## config.mk

```make
export PLATFORM = sky130hd
export DESIGN_NAME = format_string_integer_printer
export DESIGN_NICKNAME = d
export VERILOG_FILES = /design/src/hw/rtl/fsip_pkg.sv /design/src/hw/rtl/fsip_front.sv /design/src/hw/rtl/fsip_queue.sv /design/src/hw/rtl/fsip_back.sv /design/src/hw/rtl/format_string_integer_printer.sv
export VERILOG_INCLUDE_DIRS = /design/src /design/src/hw/rtl
export SDC_FILE = /design/constraint.sdc
export NUM_CORES = 1
export LEC_CHECK = 0
export BUFFER_PORTS_ARGS = -buffer_cell sky130_fd_sc_hd__buf_2
export CORE_MARGIN = 1.5
export CORE_UTILIZATION = 45
export CTS_CLUSTER_SIZE = 16
export DETAILED_ROUTE_END_ITERATION = 6
export RECOVER_POWER = 25
export SETUP_SLACK_MARGIN = 0.02
export SLEW_MARGIN = 15
export SYNTH_ARGS = -nofsm -noshare
export SYNTH_HDL_FRONTEND = slang
export SYNTH_SLANG_ARGS = --single-unit
```

## constraint.sdc

```tcl
create_clock -name clk -period 18.65 [get_ports clk]
set_clock_uncertainty 0.05 [all_clocks]
set_input_delay 2.7975 -clock clk [delete_from_list [all_inputs] [get_ports clk]]
set_output_delay 2.7975 -clock clk [all_outputs]
set_load 0.01 [all_outputs]
```

## src/hw/rtl/format_string_integer_printer_assert.svh

```systemverilog
// Assertion macros used by the formatter back end.
`ifndef FORMAT_STRING_INTEGER_PRINTER_ASSERT_SVH
`define FORMAT_STRING_INTEGER_PRINTER_ASSERT_SVH

// Same-cycle implication, disabled while in reset.
`define FSIP_ASSERT_HOLDS(lbl, clock, reset, ante, cons) \
  lbl: assert property (@(posedge clock) disable iff (reset) (ante) |-> (cons)) \
    else $error("fsip: assertion failed");

// Next-cycle implication, disabled while in reset.
`define FSIP_ASSERT_NEXT(lbl, clock, reset, ante, cons) \
  lbl: assert property (@(posedge clock) disable iff (reset) (ante) |=> (cons)) \
    else $error("fsip: assertion failed");

`endif

```

## src/hw/rtl/fsip_pkg.sv

```systemverilog
// Types, constants and helper functions shared by the formatter modules.
`timescale 1ns / 1ps
package fsip_pkg;

  localparam int ARG_FIELD_W       = 32;
  localparam int DEFAULT_ARG_WIDTH = 32;
  localparam int CHAR_W            = 8;
  localparam int LEN_W             = 16;
  localparam int POS_W             = 4;
  localparam int WIDE_W            = 36;
  localparam int DEC_MAX_POS       = 9;
  localparam int FIFO_DEPTH        = 2;

  localparam logic [CHAR_W-1:0] CH_NUL      = 8'h00;
  localparam logic [CHAR_W-1:0] CH_PERCENT  = 8'h25;
  localparam logic [CHAR_W-1:0] CH_MINUS    = 8'h2D;
  localparam logic [CHAR_W-1:0] CH_ZERO     = 8'h30;
  localparam logic [CHAR_W-1:0] CH_HEX_BASE = 8'h37;  // 'A' minus ten
  localparam logic [CHAR_W-1:0] CH_C        = 8'h63;
  localparam logic [CHAR_W-1:0] CH_D        = 8'h64;
  localparam logic [CHAR_W-1:0] CH_L        = 8'h6C;
  localparam logic [CHAR_W-1:0] CH_X        = 8'h78;

  typedef enum logic [1:0] {
    K_NUL  = 2'd0,
    K_TEXT = 2'd1,
    K_DEC  = 2'd2,
    K_HEX  = 2'd3
  } kind_t;

  // One queued command; the numeric argument travels beside it.
  typedef struct packed {
    kind_t             kind;
    logic              neg;
    logic              dual;
    logic [CHAR_W-1:0] c0;
    logic [CHAR_W-1:0] c1;
  } fsip_cmd_t;

  function automatic logic [WIDE_W-1:0] pow10(input logic [POS_W-1:0] k);
    logic [WIDE_W-1:0] p;
    case (k)
      4'd0:    p = 36'd1;
      4'd1:    p = 36'd10;
      4'd2:    p = 36'd100;
      4'd3:    p = 36'd1000;
      4'd4:    p = 36'd10000;
      4'd5:    p = 36'd100000;
      4'd6:    p = 36'd1000000;
      4'd7:    p = 36'd10000000;
      4'd8:    p = 36'd100000000;
      4'd9:    p = 36'd1000000000;
      4'd10:   p = 36'd10000000000;
      default: p = 36'd0;
    endcase
    return p;
  endfunction

  function automatic logic [CHAR_W-1:0] hex_char(input logic [3:0] n);
    logic [CHAR_W-1:0] ch;
    if (n < 4'd10) begin
      ch = CH_ZERO + {4'h0, n};
    end else begin
      ch = CH_HEX_BASE + {4'h0, n};
    end
    return ch;
  endfunction

endpackage

```

## src/hw/rtl/fsip_front.sv

```systemverilog
// Front end: accepts format bytes, tracks a pending percent, queues commands.
`timescale 1ns / 1ps
module fsip_front #(
  parameter int ARG_WIDTH = fsip_pkg::DEFAULT_ARG_WIDTH,
  localparam int VAL_W = (ARG_WIDTH < fsip_pkg::ARG_FIELD_W) ? ARG_WIDTH
                                                              : fsip_pkg::ARG_FIELD_W
) (
  input  logic                               clk,
  input  logic                               rst,
  input  logic                               fmt_valid,
  output logic                               fmt_ready,
  input  logic [fsip_pkg::CHAR_W-1:0]        fmt_char,
  input  logic [fsip_pkg::ARG_FIELD_W-1:0]   arg_value,
  input  logic                               full,
  output logic                               push,
  output fsip_pkg::fsip_cmd_t                push_cmd,
  output logic [VAL_W-1:0]                   push_val
);
  import fsip_pkg::*;

  // The sign bit lies inside the argument field only up to its width.
  localparam bit SIGNED_ARG = (ARG_WIDTH <= ARG_FIELD_W);

  logic             percent_pending;
  logic             percent_pending_next;
  logic             accept;
  logic             produce;
  logic [VAL_W-1:0] val_masked;
  logic             negative;

  assign fmt_ready = !full;
  assign accept    = fmt_valid && fmt_ready;
  assign push      = accept && produce;

  always_comb begin
    val_masked           = arg_value[VAL_W-1:0];
    negative             = SIGNED_ARG && val_masked[VAL_W-1];
    produce              = 1'b1;
    percent_pending_next = percent_pending;
    push_val             = val_masked;
    push_cmd.kind        = K_TEXT;
    push_cmd.neg         = 1'b0;
    push_cmd.dual        = 1'b0;
    push_cmd.c0          = fmt_char;
    push_cmd.c1          = fmt_char;
    if (fmt_char == CH_NUL) begin
      push_cmd.kind        = K_NUL;
      percent_pending_next = 1'b0;
    end else if (!percent_pending) begin
      if (fmt_char == CH_PERCENT) begin
        produce              = 1'b0;
        percent_pending_next = 1'b1;
      end
    end else begin
      percent_pending_next = 1'b0;
      unique case (fmt_char)
        CH_D: begin
          push_cmd.kind = K_DEC;
          push_cmd.neg  = negative;
          if (negative) begin
            push_val = (~val_masked) + VAL_W'(1);
          end
        end
        CH_L: push_cmd.kind = K_DEC;
        CH_X: push_cmd.kind = K_HEX;
        CH_C: push_cmd.c0 = val_masked[CHAR_W-1:0];
        CH_PERCENT: push_cmd.c0 = CH_PERCENT;
        default: begin
          // unknown sequence: percent, then the byte itself
          push_cmd.dual = 1'b1;
          push_cmd.c0   = CH_PERCENT;
        end
      endcase
    end
  end

  always_ff @(posedge clk) begin
    if (rst) begin
      percent_pending <= 1'b0;
    end else if (accept) begin
      percent_pending <= percent_pending_next;
    end
  end

endmodule

```

## src/hw/rtl/fsip_queue.sv

```systemverilog
// Short command queue between the front end and the character emitter.
`timescale 1ns / 1ps
module fsip_queue #(
  parameter int ARG_WIDTH = fsip_pkg::DEFAULT_ARG_WIDTH,
  localparam int VAL_W = (ARG_WIDTH < fsip_pkg::ARG_FIELD_W) ? ARG_WIDTH
                                                              : fsip_pkg::ARG_FIELD_W
) (
  input  logic                 clk,
  input  logic                 rst,
  input  logic                 push,
  input  fsip_pkg::fsip_cmd_t  push_cmd,
  input  logic [VAL_W-1:0]     push_val,
  output logic                 full,
  input  logic                 pop,
  output logic                 empty,
  output fsip_pkg::fsip_cmd_t  head_cmd,
  output logic [VAL_W-1:0]     head_val
);
  import fsip_pkg::*;

  localparam int PTR_W = (FIFO_DEPTH > 1) ? $clog2(FIFO_DEPTH) : 1;
  localparam int CNT_W = $clog2(FIFO_DEPTH + 1);

  fsip_cmd_t        cmd_mem [FIFO_DEPTH];
  logic [VAL_W-1:0] val_mem [FIFO_DEPTH];
  logic [PTR_W-1:0] wr_ptr;
  logic [PTR_W-1:0] rd_ptr;
  logic [CNT_W-1:0] count;

  assign full     = (count == CNT_W'(FIFO_DEPTH));
  assign empty    = (count == '0);
  assign head_cmd = cmd_mem[rd_ptr];
  assign head_val = val_mem[rd_ptr];

  function automatic logic [PTR_W-1:0] advance(input logic [PTR_W-1:0] p);
    logic [PTR_W-1:0] n;
    if (p == PTR_W'(FIFO_DEPTH - 1)) begin
      n = '0;
    end else begin
      n = p + PTR_W'(1);
    end
    return n;
  endfunction

  always_ff @(posedge clk) begin
    if (push) begin
      cmd_mem[wr_ptr] <= push_cmd;
      val_mem[wr_ptr] <= push_val;
    end
  end

  always_ff @(posedge clk) begin
    if (rst) begin
      wr_ptr <= '0;
      rd_ptr <= '0;
      count  <= '0;
    end else begin
      if (push) begin
        wr_ptr <= advance(wr_ptr);
      end
      if (pop) begin
        rd_ptr <= advance(rd_ptr);
      end
      if (push && !pop) begin
        count <= count + CNT_W'(1);
      end else if (pop && !push) begin
        count <= count - CNT_W'(1);
      end
    end
  end

endmodule

```

## src/hw/rtl/fsip_back.sv

```systemverilog
// Back end: expands one queued command into text beats, one per cycle while the output is not stalled.
`timescale 1ns / 1ps
module fsip_back #(
  parameter int ARG_WIDTH = fsip_pkg::DEFAULT_ARG_WIDTH,
  localparam int VAL_W = (ARG_WIDTH < fsip_pkg::ARG_FIELD_W) ? ARG_WIDTH
                                                              : fsip_pkg::ARG_FIELD_W
) (
  input  logic                          clk,
  input  logic                          rst,
  input  logic                          empty,
  input  fsip_pkg::fsip_cmd_t           head_cmd,
  input  logic [VAL_W-1:0]              head_val,
  output logic                          pop,
  output logic                          txt_valid,
  input  logic                          txt_ready,
  output logic [fsip_pkg::CHAR_W-1:0]   out_char,
  output logic                          last_of_run,
  output logic [fsip_pkg::LEN_W-1:0]    text_length
);
  import fsip_pkg::*;

  localparam int HEX_N     = (VAL_W + 3) / 4;
  localparam int HEX_W     = HEX_N * 4;
  localparam int NIB_IDX_W = $clog2(HEX_N);
  localparam logic [LEN_W-1:0] LEN_MAX = {LEN_W{1'b1}};

  typedef enum logic [1:0] {
    ST_IDLE = 2'b01,
    ST_EMIT = 2'b10
  } state_t;

  state_t            state;
  kind_t             kind;
  logic              neg_pending;
  logic              dual;
  logic [CHAR_W-1:0] c0;
  logic [CHAR_W-1:0] c1;
  logic [POS_W-1:0]  pos;
  logic [VAL_W-1:0]  val;
  logic [LEN_W-1:0]  emitted_count;

  logic              advance_out;
  logic              emit;
  logic [CHAR_W-1:0] emit_char;
  logic              emit_last;
  logic [POS_W-1:0]  load_pos;
  logic [HEX_W-1:0]  head_pad;
  logic [WIDE_W-1:0] head_ext;
  logic [HEX_W-1:0]  val_pad;
  logic [3:0]        nib [HEX_N];
  logic [WIDE_W-1:0] val_ext;
  logic [WIDE_W-1:0] place;
  logic [3:0]        dig;
  logic [WIDE_W-1:0] remainder;

  assign advance_out = !txt_valid || txt_ready;
  assign emit        = (state == ST_EMIT) && advance_out;
  assign pop         = (state == ST_IDLE) && !empty;

  // Starting digit position: decade or nibble of the leading digit.
  always_comb begin
    head_pad = HEX_W'(head_val);
    head_ext = WIDE_W'(head_val);
    load_pos = '0;
    if (head_cmd.kind == K_DEC) begin
      for (int k = 1; k <= DEC_MAX_POS; k++) begin
        if (head_ext >= pow10(POS_W'(k))) begin
          load_pos = POS_W'(k);
        end
      end
    end else if (head_cmd.kind == K_HEX) begin
      for (int k = 0; k < HEX_N; k++) begin
        if (head_pad[k*4 +: 4] != 4'h0) begin
          load_pos = POS_W'(k);
        end
      end
    end
  end

  // Decimal digit at the current decade: count multiples of the place value.
  always_comb begin
    val_pad = HEX_W'(val);
    for (int k = 0; k < HEX_N; k++) begin
      nib[k] = val_pad[k*4 +: 4];
    end
    val_ext = WIDE_W'(val);
    place   = pow10(pos);
    dig     = 4'd0;
    for (int m = 1; m <= 9; m++) begin
      if (val_ext >= WIDE_W'(m) * place) begin
        dig = 4'(m);
      end
    end
    remainder = val_ext - WIDE_W'(dig) * place;
  end

  always_comb begin
    emit_char = c0;
    emit_last = 1'b1;
    case (kind)
      K_NUL: begin
        emit_char = CH_NUL;
        emit_last = 1'b1;
      end
      K_TEXT: begin
        emit_char = c0;
        emit_last = !dual;
      end
      K_DEC: begin
        if (neg_pending) begin
          emit_char = CH_MINUS;
          emit_last = 1'b0;
        end else begin
          emit_char = CH_ZERO + {4'h0, dig};
          emit_last = (pos == '0);
        end
      end
      K_HEX: begin
        emit_char = hex_char(nib[pos[NIB_IDX_W-1:0]]);
        emit_last = (pos == '0);
      end
      default: begin
        emit_char = c0;
        emit_last = 1'b1;
      end
    endcase
  end

  always_ff @(posedge clk) begin
    if (pop) begin
      kind        <= head_cmd.kind;
      neg_pending <= head_cmd.neg;
      dual        <= head_cmd.dual;
      c0          <= head_cmd.c0;
      c1          <= head_cmd.c1;
      pos         <= load_pos;
      val         <= head_val;
    end else if (emit) begin
      if (kind == K_TEXT && dual) begin
        c0   <= c1;
        dual <= 1'b0;
      end
      if (kind == K_DEC && neg_pending) begin
        neg_pending <= 1'b0;
      end else if (kind == K_DEC || kind == K_HEX) begin
        pos <= pos - POS_W'(1);
        if (kind == K_DEC) begin
          val <= remainder[VAL_W-1:0];
        end
      end
    end
  end

  always_ff @(posedge clk) begin
    if (rst) begin
      state         <= ST_IDLE;
      emitted_count <= '0;
    end else begin
      unique case (state)
        ST_IDLE: begin
          if (pop) begin
            state <= ST_EMIT;
          end
        end
        ST_EMIT: begin
          if (emit && emit_last) begin
            state <= ST_IDLE;
          end
        end
        default: state <= ST_IDLE;
      endcase
      if (emit) begin
        if (kind == K_NUL) begin
          emitted_count <= '0;
        end else if (emitted_count != LEN_MAX) begin
          emitted_count <= emitted_count + LEN_W'(1);
        end
      end
    end
  end

  // Output register: hold the beat until taken.
  always_ff @(posedge clk) begin
    if (rst) begin
      txt_valid <= 1'b0;
    end else if (emit) begin
      txt_valid <= 1'b1;
    end else if (txt_ready) begin
      txt_valid <= 1'b0;
    end
  end

  always_ff @(posedge clk) begin
    if (emit) begin
      out_char    <= emit_char;
      last_of_run <= emit_last;
      text_length <= (kind == K_NUL) ? emitted_count : '0;
    end
  end

`include "format_string_integer_printer_assert.svh"

  `FSIP_ASSERT_HOLDS(a_len_only_on_nul, clk, rst, txt_valid && (text_length != '0), (out_char == CH_NUL) && last_of_run)
  `FSIP_ASSERT_NEXT(a_nul_clears_count, clk, rst, emit && (kind == K_NUL), emitted_count == '0)
  `FSIP_ASSERT_HOLDS(a_hex_pos_range, clk, rst, (state == ST_EMIT) && (kind == K_HEX), pos < POS_W'(HEX_N))
  `FSIP_ASSERT_HOLDS(a_dec_digit_fits, clk, rst, (state == ST_EMIT) && (kind == K_DEC), WIDE_W'(val) < pow10(pos + POS_W'(1)))

endmodule

```

## src/hw/rtl/format_string_integer_printer.sv

```systemverilog
// Top level of the printf-style integer formatter.
//
//   channel  signals                              direction  beat
//   fmt      fmt_valid/fmt_ready, fmt_char,       in         one format byte
//            arg_value                                       with its argument
//   txt      txt_valid/txt_ready, out_char,       out        one text byte
//            last_of_run, text_length
//
// The emitter loads a command only while idle, then emits its bytes in order:
// one byte for a plain byte or NUL, two for an unknown sequence, and up to
// eleven for a negative 32-bit decimal (sign plus ten digits). A lone percent
// is taken by the front end and emits nothing.
// The front end takes a byte each cycle while the two-entry queue has room.
// A stalled txt beat holds the emitter; reset clears the pending percent, the
// count, the queue and the output beat.
`timescale 1ns / 1ps
module format_string_integer_printer #(
  parameter int ARG_WIDTH = fsip_pkg::DEFAULT_ARG_WIDTH
) (
  input  logic                              clk,
  input  logic                              rst,
  input  logic                              fmt_valid,
  output logic                              fmt_ready,
  input  logic [fsip_pkg::CHAR_W-1:0]       fmt_char,
  input  logic [fsip_pkg::ARG_FIELD_W-1:0]  arg_value,
  output logic                              txt_valid,
  input  logic                              txt_ready,
  output logic [fsip_pkg::CHAR_W-1:0]       out_char,
  output logic                              last_of_run,
  output logic [fsip_pkg::LEN_W-1:0]        text_length
);
  import fsip_pkg::*;

  localparam int VAL_W = (ARG_WIDTH < ARG_FIELD_W) ? ARG_WIDTH : ARG_FIELD_W;

  logic             push;
  fsip_cmd_t        push_cmd;
  logic [VAL_W-1:0] push_val;
  logic             full;
  logic             pop;
  logic             empty;
  fsip_cmd_t        head_cmd;
  logic [VAL_W-1:0] head_val;

  fsip_front #(
    .ARG_WIDTH (ARG_WIDTH)
  ) u_front (
    .clk       (clk),
    .rst       (rst),
    .fmt_valid (fmt_valid),
    .fmt_ready (fmt_ready),
    .fmt_char  (fmt_char),
    .arg_value (arg_value),
    .full      (full),
    .push      (push),
    .push_cmd  (push_cmd),
    .push_val  (push_val)
  );

  fsip_queue #(
    .ARG_WIDTH (ARG_WIDTH)
  ) u_queue (
    .clk      (clk),
    .rst      (rst),
    .push     (push),
    .push_cmd (push_cmd),
    .push_val (push_val),
    .full     (full),
    .pop      (pop),
    .empty    (empty),
    .head_cmd (head_cmd),
    .head_val (head_val)
  );

  fsip_back #(
    .ARG_WIDTH (ARG_WIDTH)
  ) u_back (
    .clk         (clk),
    .rst         (rst),
    .empty       (empty),
    .head_cmd    (head_cmd),
    .head_val    (head_val),
    .pop         (pop),
    .txt_valid   (txt_valid),
    .txt_ready   (txt_ready),
    .out_char    (out_char),
    .last_of_run (last_of_run),
    .text_length (text_length)
  );

endmodule
```

# Yosys cells after proc, flatten, opt, wreduce, memory -nomap -nowiden
# Memories as Yosys holds them, arrays and structs flattened. A register that Yosys moved wholly into a read port is not among the register bits.
# Index checks and enable logic that the tools add are counted.
[totals] ff_bits=105 ram_bits=104 romBits=512 input_bits=44 word_cells=218 memories=3
[mem_list] memory="(name not given)" depth=16 width=32 rd=1 rd_clocked_by_memory_dff=1 write_ports=0 line_no="fsip_pkg.sv:42" rtl="case (k)"
[mem_list] memory="u_queue.val_mem" depth=2 width=32 rd=1 rd_clocked_by_memory_dff=1 write_ports=1 line_no="fsip_queue.sv:25" rtl="logic [VAL_W-1:0] val_mem [FIFO_DEPTH];"
[mem_list] memory="u_queue.cmd_mem" depth=2 width=20 rd=1 rd_clocked_by_memory_dff=1 write_ports=1 line_no="fsip_queue.sv:24" rtl="fsip_cmd_t cmd_mem [FIFO_DEPTH];"
[op_classes] addsub=11 n_mul=6 order_cmp=20 eq_ne=17 n_mux=97 n_bitwise=2 reduce_logical=45
[op_table] operator="32-bit by 36-bit >= comparator with 1-bit output" n=18
[op_table] operator="36-bit two-way mux" n=9
[op_table] operator="32-bit two-way mux" n=9
[op_table] operator="3-bit by 36-bit multiplier with 36-bit output (first input constant)" n=2
[op_table] operator="4-bit two-way mux" n=13
[op_table] operator="8-bit two-way mux" n=5
[op_table] operator="2-bit by 36-bit multiplier with 35-bit output (first input constant)" n=1
[op_table] operator="2-bit by 36-bit multiplier with 36-bit output (first input constant)" n=1
[op_table] operator="4-bit by 36-bit multiplier with 32-bit output" n=1
[op_table] operator="4-bit by 36-bit multiplier with 36-bit output (first input constant)" n=1
[op_table] operator="3-bit two-way mux" n=12
[op_table] operator="32-bit by 1-bit adder with 32-bit output (second input constant)" n=1
[op_table] operator="8-bit by 7-bit == test with 1-bit output (second input constant)" n=4
[op_table] operator="16-bit two-way mux" n=2
[op_table] operator="32-bit inverter" n=1
[op_table] operator="8-bit one-hot mux with 4 select lines" n=1
[op_table] operator="32-bit subtractor" n=1
[op_table] operator="1-bit two-way mux" n=28
[op_table] operator="4-bit nonzero test" n=7
[op_table] operator="2-bit two-way mux" n=11
[op_table] operator="6-bit by 4-bit adder with 7-bit output (first input constant)" n=3
[op_table] operator="16-bit by 1-bit adder with 16-bit output (second input constant)" n=1
[op_table] operator="16-bit != test (second input constant)" n=1
[op_table] operator="8-bit one-hot mux with 2 select lines" n=1
[op_table] operator="other kinds (29)" n=64

# Depth between registers and ports, before layout
# Gate-level depths: netlist of the first run.
[logic_depth] depth_word=17 ltp_mapped=48

# By module
# Synthesis of the first run repeated with hierarchy kept, for this count alone.
[hier_totals] cells_unflattened=3008 area_unflattened_um2=27759.1
[by_module_without_submodules] mod="fsip_back" n_inst=1 cells_per_inst=2662 area_per_inst_um2=22704.3 seq_area_each_um2=3333.2
[by_module_without_submodules] mod="fsip_queue" n_inst=1 cells_per_inst=184 area_per_inst_um2=3958.8 seq_area_each_um2=3223.1
[by_module_without_submodules] mod="fsip_front" n_inst=1 cells_per_inst=162 area_per_inst_um2=1096.1 seq_area_each_um2=20.0

# Least setup slack after synthesis of the first run
# OpenSTA, ideal clock, no wires.
[synth_timing] kind="register to register" from="register u_back.place[29] (netlist name)" to="register u_back.val[31] (data pin)" setup_ns=0.255 arrival_time_ns=9.926 required_ns=18.345 setup_slack_ns=8.419 path_stages_with_launch=42 cell_sequence="dfxtp_1 -> ha_1 -> ha_1 -> inv_1 -> nor3b_1 -> nand4_1 -> a21oi_1 -> nor2_1 -> a211oi_1 -> nor3_1 -> o31ai_1 -> a21oi_1 -> xnor2_1 -> ha_1 -> nand4_1 -> or2_2 -> or3_1 -> a21oi_1 -> (+6 left out) -> fa_1 -> fa_1 -> inv_1 -> fa_1 -> inv_1 -> ha_1 -> o21ai_0 -> o2bb2ai_1 -> a31o_2 -> a311oi_1 -> o21ai_0 -> o21ai_0 -> a31oi_1 -> o21ai_0 -> xnor2_1 -> or3_1 -> a21o_1 -> a31o_1"
[synth_via] elab_chain_len=17 word_cells_on_any_way=30
[synth_lines] element="parallel branches: the longest is 10 deep, another holds 2-bit by 36-bit multiplier with 36-bit output"
[synth_lines] element="4-bit by 36-bit multiplier with 32-bit output (*)" line_no="fsip_back.sv:94" rtl="remainder = val_ext - WIDE_W'(dig) * place;"
[synth_lines] element="32-bit subtractor (*)" line_no="fsip_back.sv:94"
[synth_lines] element="32-bit two-way mux (*)" line_no="fsip_back.sv:147" rtl="if (kind == K_DEC) begin"
[synth_lines] element="32-bit two-way mux (*)" line_no="fsip_back.sv:145" rtl="end else if (kind == K_DEC || kind == K_HEX) begin"
[synth_lines] element="32-bit two-way mux (*)" line_no="fsip_back.sv:143" rtl="if (kind == K_DEC && neg_pending) begin"
[synth_lines] element="32-bit two-way mux (*)" line_no="fsip_back.sv:138" rtl="end else if (emit) begin"
[synth_lines] element="32-bit two-way mux (*)" line_no="fsip_back.sv:130" rtl="if (pop) begin"
[synth_lines] element="end signal, assigned" line_no="fsip_back.sv:137" rtl="val <= head_val;"
[synth_lines] element="end signal, assigned" line_no="fsip_back.sv:148" rtl="val <= remainder[VAL_W-1:0];"
[synth_lines] element="end, declared" line_no="fsip_back.sv:39" rtl="logic [VAL_W-1:0] val;"
# Mark *: on every way between the ends. The select of a mux whose other input is x is not followed.
# A chain may end at the register's enable or synchronous reset.

# Worst setup path after layout of the first run
[layout_timing] from="register u_back.place[2] (netlist name)" to="register u_back.val[30] (data pin)"
[layout_via] elab_chain_len=17 word_cells_on_any_way=30
[layout_lines] element="parallel branches: the longest is 10 deep, another holds 2-bit by 36-bit multiplier with 36-bit output"
[layout_lines] element="4-bit by 36-bit multiplier with 32-bit output (*)" line_no="fsip_back.sv:94"
[layout_lines] element="32-bit subtractor (*)" line_no="fsip_back.sv:94"
[layout_lines] element="32-bit two-way mux (*)" line_no="fsip_back.sv:147"
[layout_lines] element="32-bit two-way mux (*)" line_no="fsip_back.sv:145"
[layout_lines] element="32-bit two-way mux (*)" line_no="fsip_back.sv:143"
[layout_lines] element="32-bit two-way mux (*)" line_no="fsip_back.sv:138"
[layout_lines] element="32-bit two-way mux (*)" line_no="fsip_back.sv:130"
# Marks and branches as above.

==> impl_metrics.ini, run 1 <==
[outcome]
outcome = finished, violations left
violations = capacitance limit, slew limit

[logic_synthesis]
syn_nets = 3651
yosysSeqAreaShare_pct = 23.8
ys_types = 86
synth_top_area_cell = ha_1
yosys_warnings = 0
avgSynthCellArea_sq_um = 9.17
post-synth-top-area-fraction_pct = 21.6
syn_area_sq_um = 27700
syn_inst = 3017
ys.flop_type = edfxtp_1
synth_seq_cells = 236
synth_area_leaders = ha_1, edfxtp_1, fa_1
async_flop_share_pct = 0
synth_edf_count = 185

[drt]
drt-pass1-iter-count = 7
via_per_inst = 5.86
initialDrtViolationCount = 1125
wl_per_cell_um = 19.6
route.detailed.drc = 0
wl_mm = 76.6
ant_nets = 0
vias = 22900

[critical_path]
endpoint_kind = flip-flop
cp_slowest_stage_delay_ns = 0.73
crit_path_start_kind = flip-flop
path_class = reg2reg
slowest_stage = dfxtp_1
worstPathMaxFanout = 27
worstPathRequired_ns = 18.90
cpMostUsedCell = a21oi_1
worst_ep_arrival_time_ns = 12.64

[layout]
final_layout_size_suffix_gt1_share_pct = 6.09
n_antenna_cell = 0
nets = 3734
syn_to_final_growth_pct = 8.09
fill_cells = 5684

[clock_network]
cts.sinks = 236
cts_made_buffers = 25
clk_pin_slew_ns = 0.06
cts_hold_buf = 0
tritoncts = built
cts_resized = 0
clockBufferDepth = 3
clk_latency_ns = 0.56
clockRootBuffer = clkbuf_16
post_cts_buffers = 0
h-tree-depth = 1

[global_route]
grt_max_degree = 77
grt-ovfl-total = 0
grt_pass1_wl_mm = 123
grt_pass1_vias = 23400
grtUsageTotal_pct = 24.3
antenna_found_initial = 0

[placed_design]
place.gp.congestion = 0.859
io_buffers = 70
dp_slack_ns = 6.06
hpwl_mm = 61.9

[die]
rows = 90
pin_count = 71
die_w_um = 251
core-area_sq_um = 60600
die_h_um = 251
die-area_sq_um = 63000
start_util_pct = 45.7

[sta]
max_slew_margin_pct = -138
period_share_pct = 66.4
hold_viol = 0
setup_viol = 0
worst_pin_slew_ns = 3.56
rsz0062_at_grt = no
max_freq_mhz = 80.7
layout_setup_ws_ns = 6.26
min_period_ns = 12.39
fin_tns_setup_ns = 0
slew_viol_final = 174

[job]
drv_cap = 3

[worst_hold_path]
hold_class = reg2reg
==> layer usage <==
metal  track usage, %  wire length [um]
met5                0                 0
met4             9.12              2900
met2             44.0             38100
met1             30.2             33300
met3             1.56              2280
==> state kept, by name (all words and copies together) (netlist names), 4 cells and up, named ones only <==
name                  count
u_back.out_char           8
u_queue.cmd_mem          40
u_back.pos                4
u_queue.val_mem          64
u_back.c1                 8
u_back.c0                 8
u_back.val               32
u_back.place             26
u_back.emitted_count     16
u_back.text_length       16
==> cells in the final DEF, fill, tap and decap left out, drive strengths merged, types with 8 or more instances in the layout <==
cell type	synthesis	layout
a2111oi	17	17
a211oi	33	33
a21boi	8	8
a21o	107	107
a21oi	243	243
a31oi	22	22
and2	71	71
and3	23	23
buf	11	94
clkbuf	40	45
dfxtp	51	51
edfxtp	185	185
fa	113	113
ha	477	477
inv	277	279
mux2	14	14
mux2i	47	47
mux4	8	8
nand2	221	221
nand2b	40	40
nand3	54	54
nand4	56	56
nor2	161	161
nor2b	31	31
nor3	67	67
nor3b	8	8
nor4	20	20
o2111ai	10	10
o211ai	26	26
o21a	26	26
o21ai	170	170
o21bai	21	21
o22ai	11	11
o31ai	21	21
or2	14	14
or3	23	23
xnor2	106	106
xor2	81	81
==> critical path, delay by kind of cell, from the launching register on <==
family                     cells  cell delay (ns)
buffers and inverters          3             0.36
and+or+nand+nor                7             1.44
DFF                            1             0.73
xor gates and xnor gates       1             0.18
adders and majority gates      7             2.42
AOI/OAI and AO/OA             26             6.90
==> cell type report <==
| cell class | count | area (sq um) | share of cell area, % |
|---|---|---|---|
| well taps | 782 | 978 | 3.27 |
| multi-input cells | 2453 | 19900 | 66.5 |
| clock inverters | 13 | 183 | 0.611 |
| inverters | 277 | 1040 | 3.48 |
| clock buffers | 32 | 652 | 2.18 |
| repair buffers | 107 | 602 | 2.01 |
| flip-flops and latches | 236 | 6580 | 22.0 |
==> cells by family (layout without fill, tap and decap cells) <==
logic type,after synthesis,after routing,share of synthesized area (%)
muxes,69,69,3.01
buffers and inverters,328,429,4.59
adders and majority gates,591,591,29.8
and+or+nand+nor,813,813,14.7
xor gates and xnor gates,187,187,5.92
AOI/OAI and AO/OA,793,793,18.3
DFF,236,236,23.8
==> per-stage QoR <==
step | cell area, sq um | util, % | hold WS [ns] | std cells
2_1_floorplan | 27700 | - | 0.408 | 3017
3_3_place_gp | 29100 | 48.0 | 0.423 | 3855
3_5_place_dp | 29100 | 48.0 | 0.427 | 3855
4_1_cts | 29900 | 49.4 | 0.435 | 3900
5_1_grt | 29900 | 49.4 | 0.476 | 3900
6_report | 29900 | 49.4 | 0.434 | 3900
==> synth_stat cells (all sizes together), types with 33 or more instances <==
master	count
a21oi	243
nor3	67
and2	71
dfxtp	51
xor2	81
xnor2	106
nand3	54
nor2	161
a211oi	33
mux2i	47
ha	477
edfxtp	185
fa	113
nand2	221
a21o	107
clkbuf	40
inv	277
nand4	56
nand2b	40
o21ai	170
==> worst paths after layout <==
kind                                          startpoint                  endpoint  slack (ns)  cells past startpoint
worst max-delay path                     u_back.place[2]            u_back.val[30]        6.26                     44
worst min-delay path            u_back.emitted_count[13]  u_back.emitted_count[13]        0.43                      2
worst max register to register           u_back.place[2]            u_back.val[30]        6.26                     44
worst min register to register  u_back.emitted_count[13]  u_back.emitted_count[13]        0.43                      2
Power of run 1 is not shown: default switching activity piles up to over one toggle a cycle in this logic, so the estimate is an artifact.
==> run 2: changes to the inputs <==
Settings changed: ABC_AREA set to 1.
Clock period 18.65 ns to 10.2 ns, I/O delays scaled along.
==> impl_metrics.ini, run 2 <==
[clock_network]
cts.sinks = 236
h-tree-depth = 1
clk_latency_ns = 0.57
clockBufferDepth = 3
cts_made_buffers = 26
clockRootBuffer = clkbuf_16
post_cts_buffers = 0
tritoncts = built
clk_pin_slew_ns = 0.07

[sta]
worst_pin_slew_ns = 2.82
rsz0062_at_grt = no
min_period_ns = 9.50
layout_setup_ws_ns = 0.699
setup_viol = 0
period_share_pct = 93.1
slew_viol_final = 86
hold_viol = 0
fin_tns_setup_ns = 0
max_slew_margin_pct = -87.7
max_freq_mhz = 105

[worst_hold_path]
hold_class = reg2reg

[critical_path]
reg2reg_depth = 46
cp_slowest_stage_delay_ns = 0.58
worstPathRequired_ns = 10.48
endpoint_kind = flip-flop
worstPathMaxFanout = 9
path_class = reg2reg
r2r-start = u_back.place[2]
slowest_stage = fa_1
endpoint = u_back.val[26]
cpMostUsedCell = nand2_1
timing.rr.end = u_back.val[26]
worst_ep_arrival_time_ns = 9.78
crit_path_start_kind = flip-flop
critical_path.startpoint = u_back.place[2]
regToRegSetupSlack_ns = 0.70

[placed_design]
hpwl_mm = 68.0
dp.cells = 4570
io_buffers = 70
dp_slack_ns = 0.277
place.gp.congestion = 0.962

[drt]
via_per_inst = 5.42
route.detailed.drc = 0
drt-pass1-iter-count = 7
wl_mm = 83.5
initialDrtViolationCount = 1525
ant_nets = 0
vias = 25000
wl_per_cell_um = 18.1

[logic_synthesis]
synth_area_leaders = ha_1, edfxtp_1, nand2_1
syn_inst = 3650
synth_seq_cells = 236
ys_types = 72
avgSynthCellArea_sq_um = 7.77
yosysSeqAreaShare_pct = 23.2
yosys-top-cells-count = nand2_1, inv_1, ha_1
syn_area_sq_um = 28400
async_flop_share_pct = 0
ys.flop_type = edfxtp_1
synth_edf_count = 185
yosys_warnings = 0
syn_nets = 4284
post-synth-top-area-fraction_pct = 21.0
synth_top_area_cell = ha_1
synth.most_common_cell = nand2_1

[layout]
largest_reg_flops = 64
layout_commonest_cell = nand2_1
reg_top3 = u_queue.val_mem (64), u_queue.cmd_mem (40), u_back.val (32)
largest_register = u_queue.val_mem
final_cells = 4620
nets = 4395
syn_to_final_growth_pct = 9.02
final_layout_size_suffix_gt1_share_pct = 6.00
fill_cells = 6257
final_cell_mix = nand2_1, inv_1, ha_1, a21oi_1, nor2_1

[die]
die_h_um = 254
core-area_sq_um = 61900
rows = 91
die-area_sq_um = 64500
pin_count = 71
start_util_pct = 45.8
die_w_um = 254

[global_route]
grt_max_degree = 84
grt-ovfl-total = 0
grtUsageTotal_pct = 25.9
grt_pass1_wl_mm = 131
grt_pass1_vias = 24300
antenna_found_initial = 2

[job]
drv_cap = 3

[outcome]
outcome = finished, violations left
violations = capacitance limit, slew limit
[run 2: cell types whose count changed in the layout (fill, tap and decap cells not counted), sizes merged, moves of 40 or more]
cell	change
a21oi	+65
nand2b	-40
mux2i	-43
a21o	-93
nor2	+151
nand3	+63
nand2	+540
inv	+261
and2	-69
[run 2: cell families (layout without fill, tap and decap cells)]
logic type | Yosys count | count (layout) | synth area share (%)
buf+inv | 585 | 716 | 7.90
compound gates | 680 | 680 | 13.6
other cells | 0 | 2 | 0
fa+ha+maj | 590 | 590 | 29.0
simple gates | 1383 | 1383 | 20.8
xor+xnor | 172 | 172 | 5.31
mux | 4 | 4 | 0.141
flops | 236 | 236 | 23.2
[run 2: stage by stage]
step / util [%] / instance area [sq um] / hold WS [ns]
6_report: 49.9 / 30900 / 0.406
4_1_cts: 49.9 / 30900 / 0.396
3_3_place_gp: 48.4 / 30000 / 0.376
3_5_place_dp: 48.4 / 30000 / 0.387
2_1_floorplan: - / 28400 / 0.376
5_1_grt: 49.9 / 30900 / 0.442
[run 2: final cells by class]
| type | instances | area, sq um | area share (%) |
|---|---|---|---|
| clock inverters | 15 | 236 | 0.765 |
| well taps | 837 | 1050 | 3.39 |
| multi-input cells | 2829 | 19600 | 63.3 |
| repair buffers | 122 | 713 | 2.31 |
| flip-flops and latches | 236 | 6580 | 21.3 |
| diodes | 2 | 5.00 | 0.0162 |
| inverters | 546 | 2060 | 6.66 |
| clock buffers | 33 | 697 | 2.25 |
[run 2: worst min path at each step]
stage                    from              to  cells after the start  slack [ns]
6_report       u_queue.rd_ptr       flip-flop                      1        0.41
5_1_grt        u_queue.rd_ptr  u_queue.rd_ptr                      1        0.44
4_1_cts        u_queue.rd_ptr       flip-flop                      1        0.40
3_5_place_dp   u_queue.rd_ptr       flip-flop                      1        0.39
3_3_place_gp   u_queue.rd_ptr       flip-flop                      1        0.38
2_1_floorplan  u_queue.rd_ptr       flip-flop                      1        0.38
[run 2: worst max-delay path, delay by kind of cell, from the launching register on]
family	cells	cell delay, ns
and+or+nand+nor	18	2.05
xor gates and xnor gates	1	0.20
adders and majority gates	7	2.87
AOI/OAI and AO/OA	15	2.91
buffers and inverters	5	0.72
DFF	1	0.46
[run 2: metal layers]
metal,part of all wire (%),wire [um],up-vias,GRT usage (%)
met5,0,0,-,0
met1,43,36300,11700,32.9
li1,-,-,12500,-
met2,48,40100,621,45.8
met3,4.2,3470,160,2.21
met4,4.4,3700,0,9.57
[run 2: what timing repair did]
action / CTS / global route
endpoints found under the setup margin: 0 / 16
hold buffers: 0 / 0
gates resized for setup: 0 / 15
Power of run 2 is left out for the same reason.
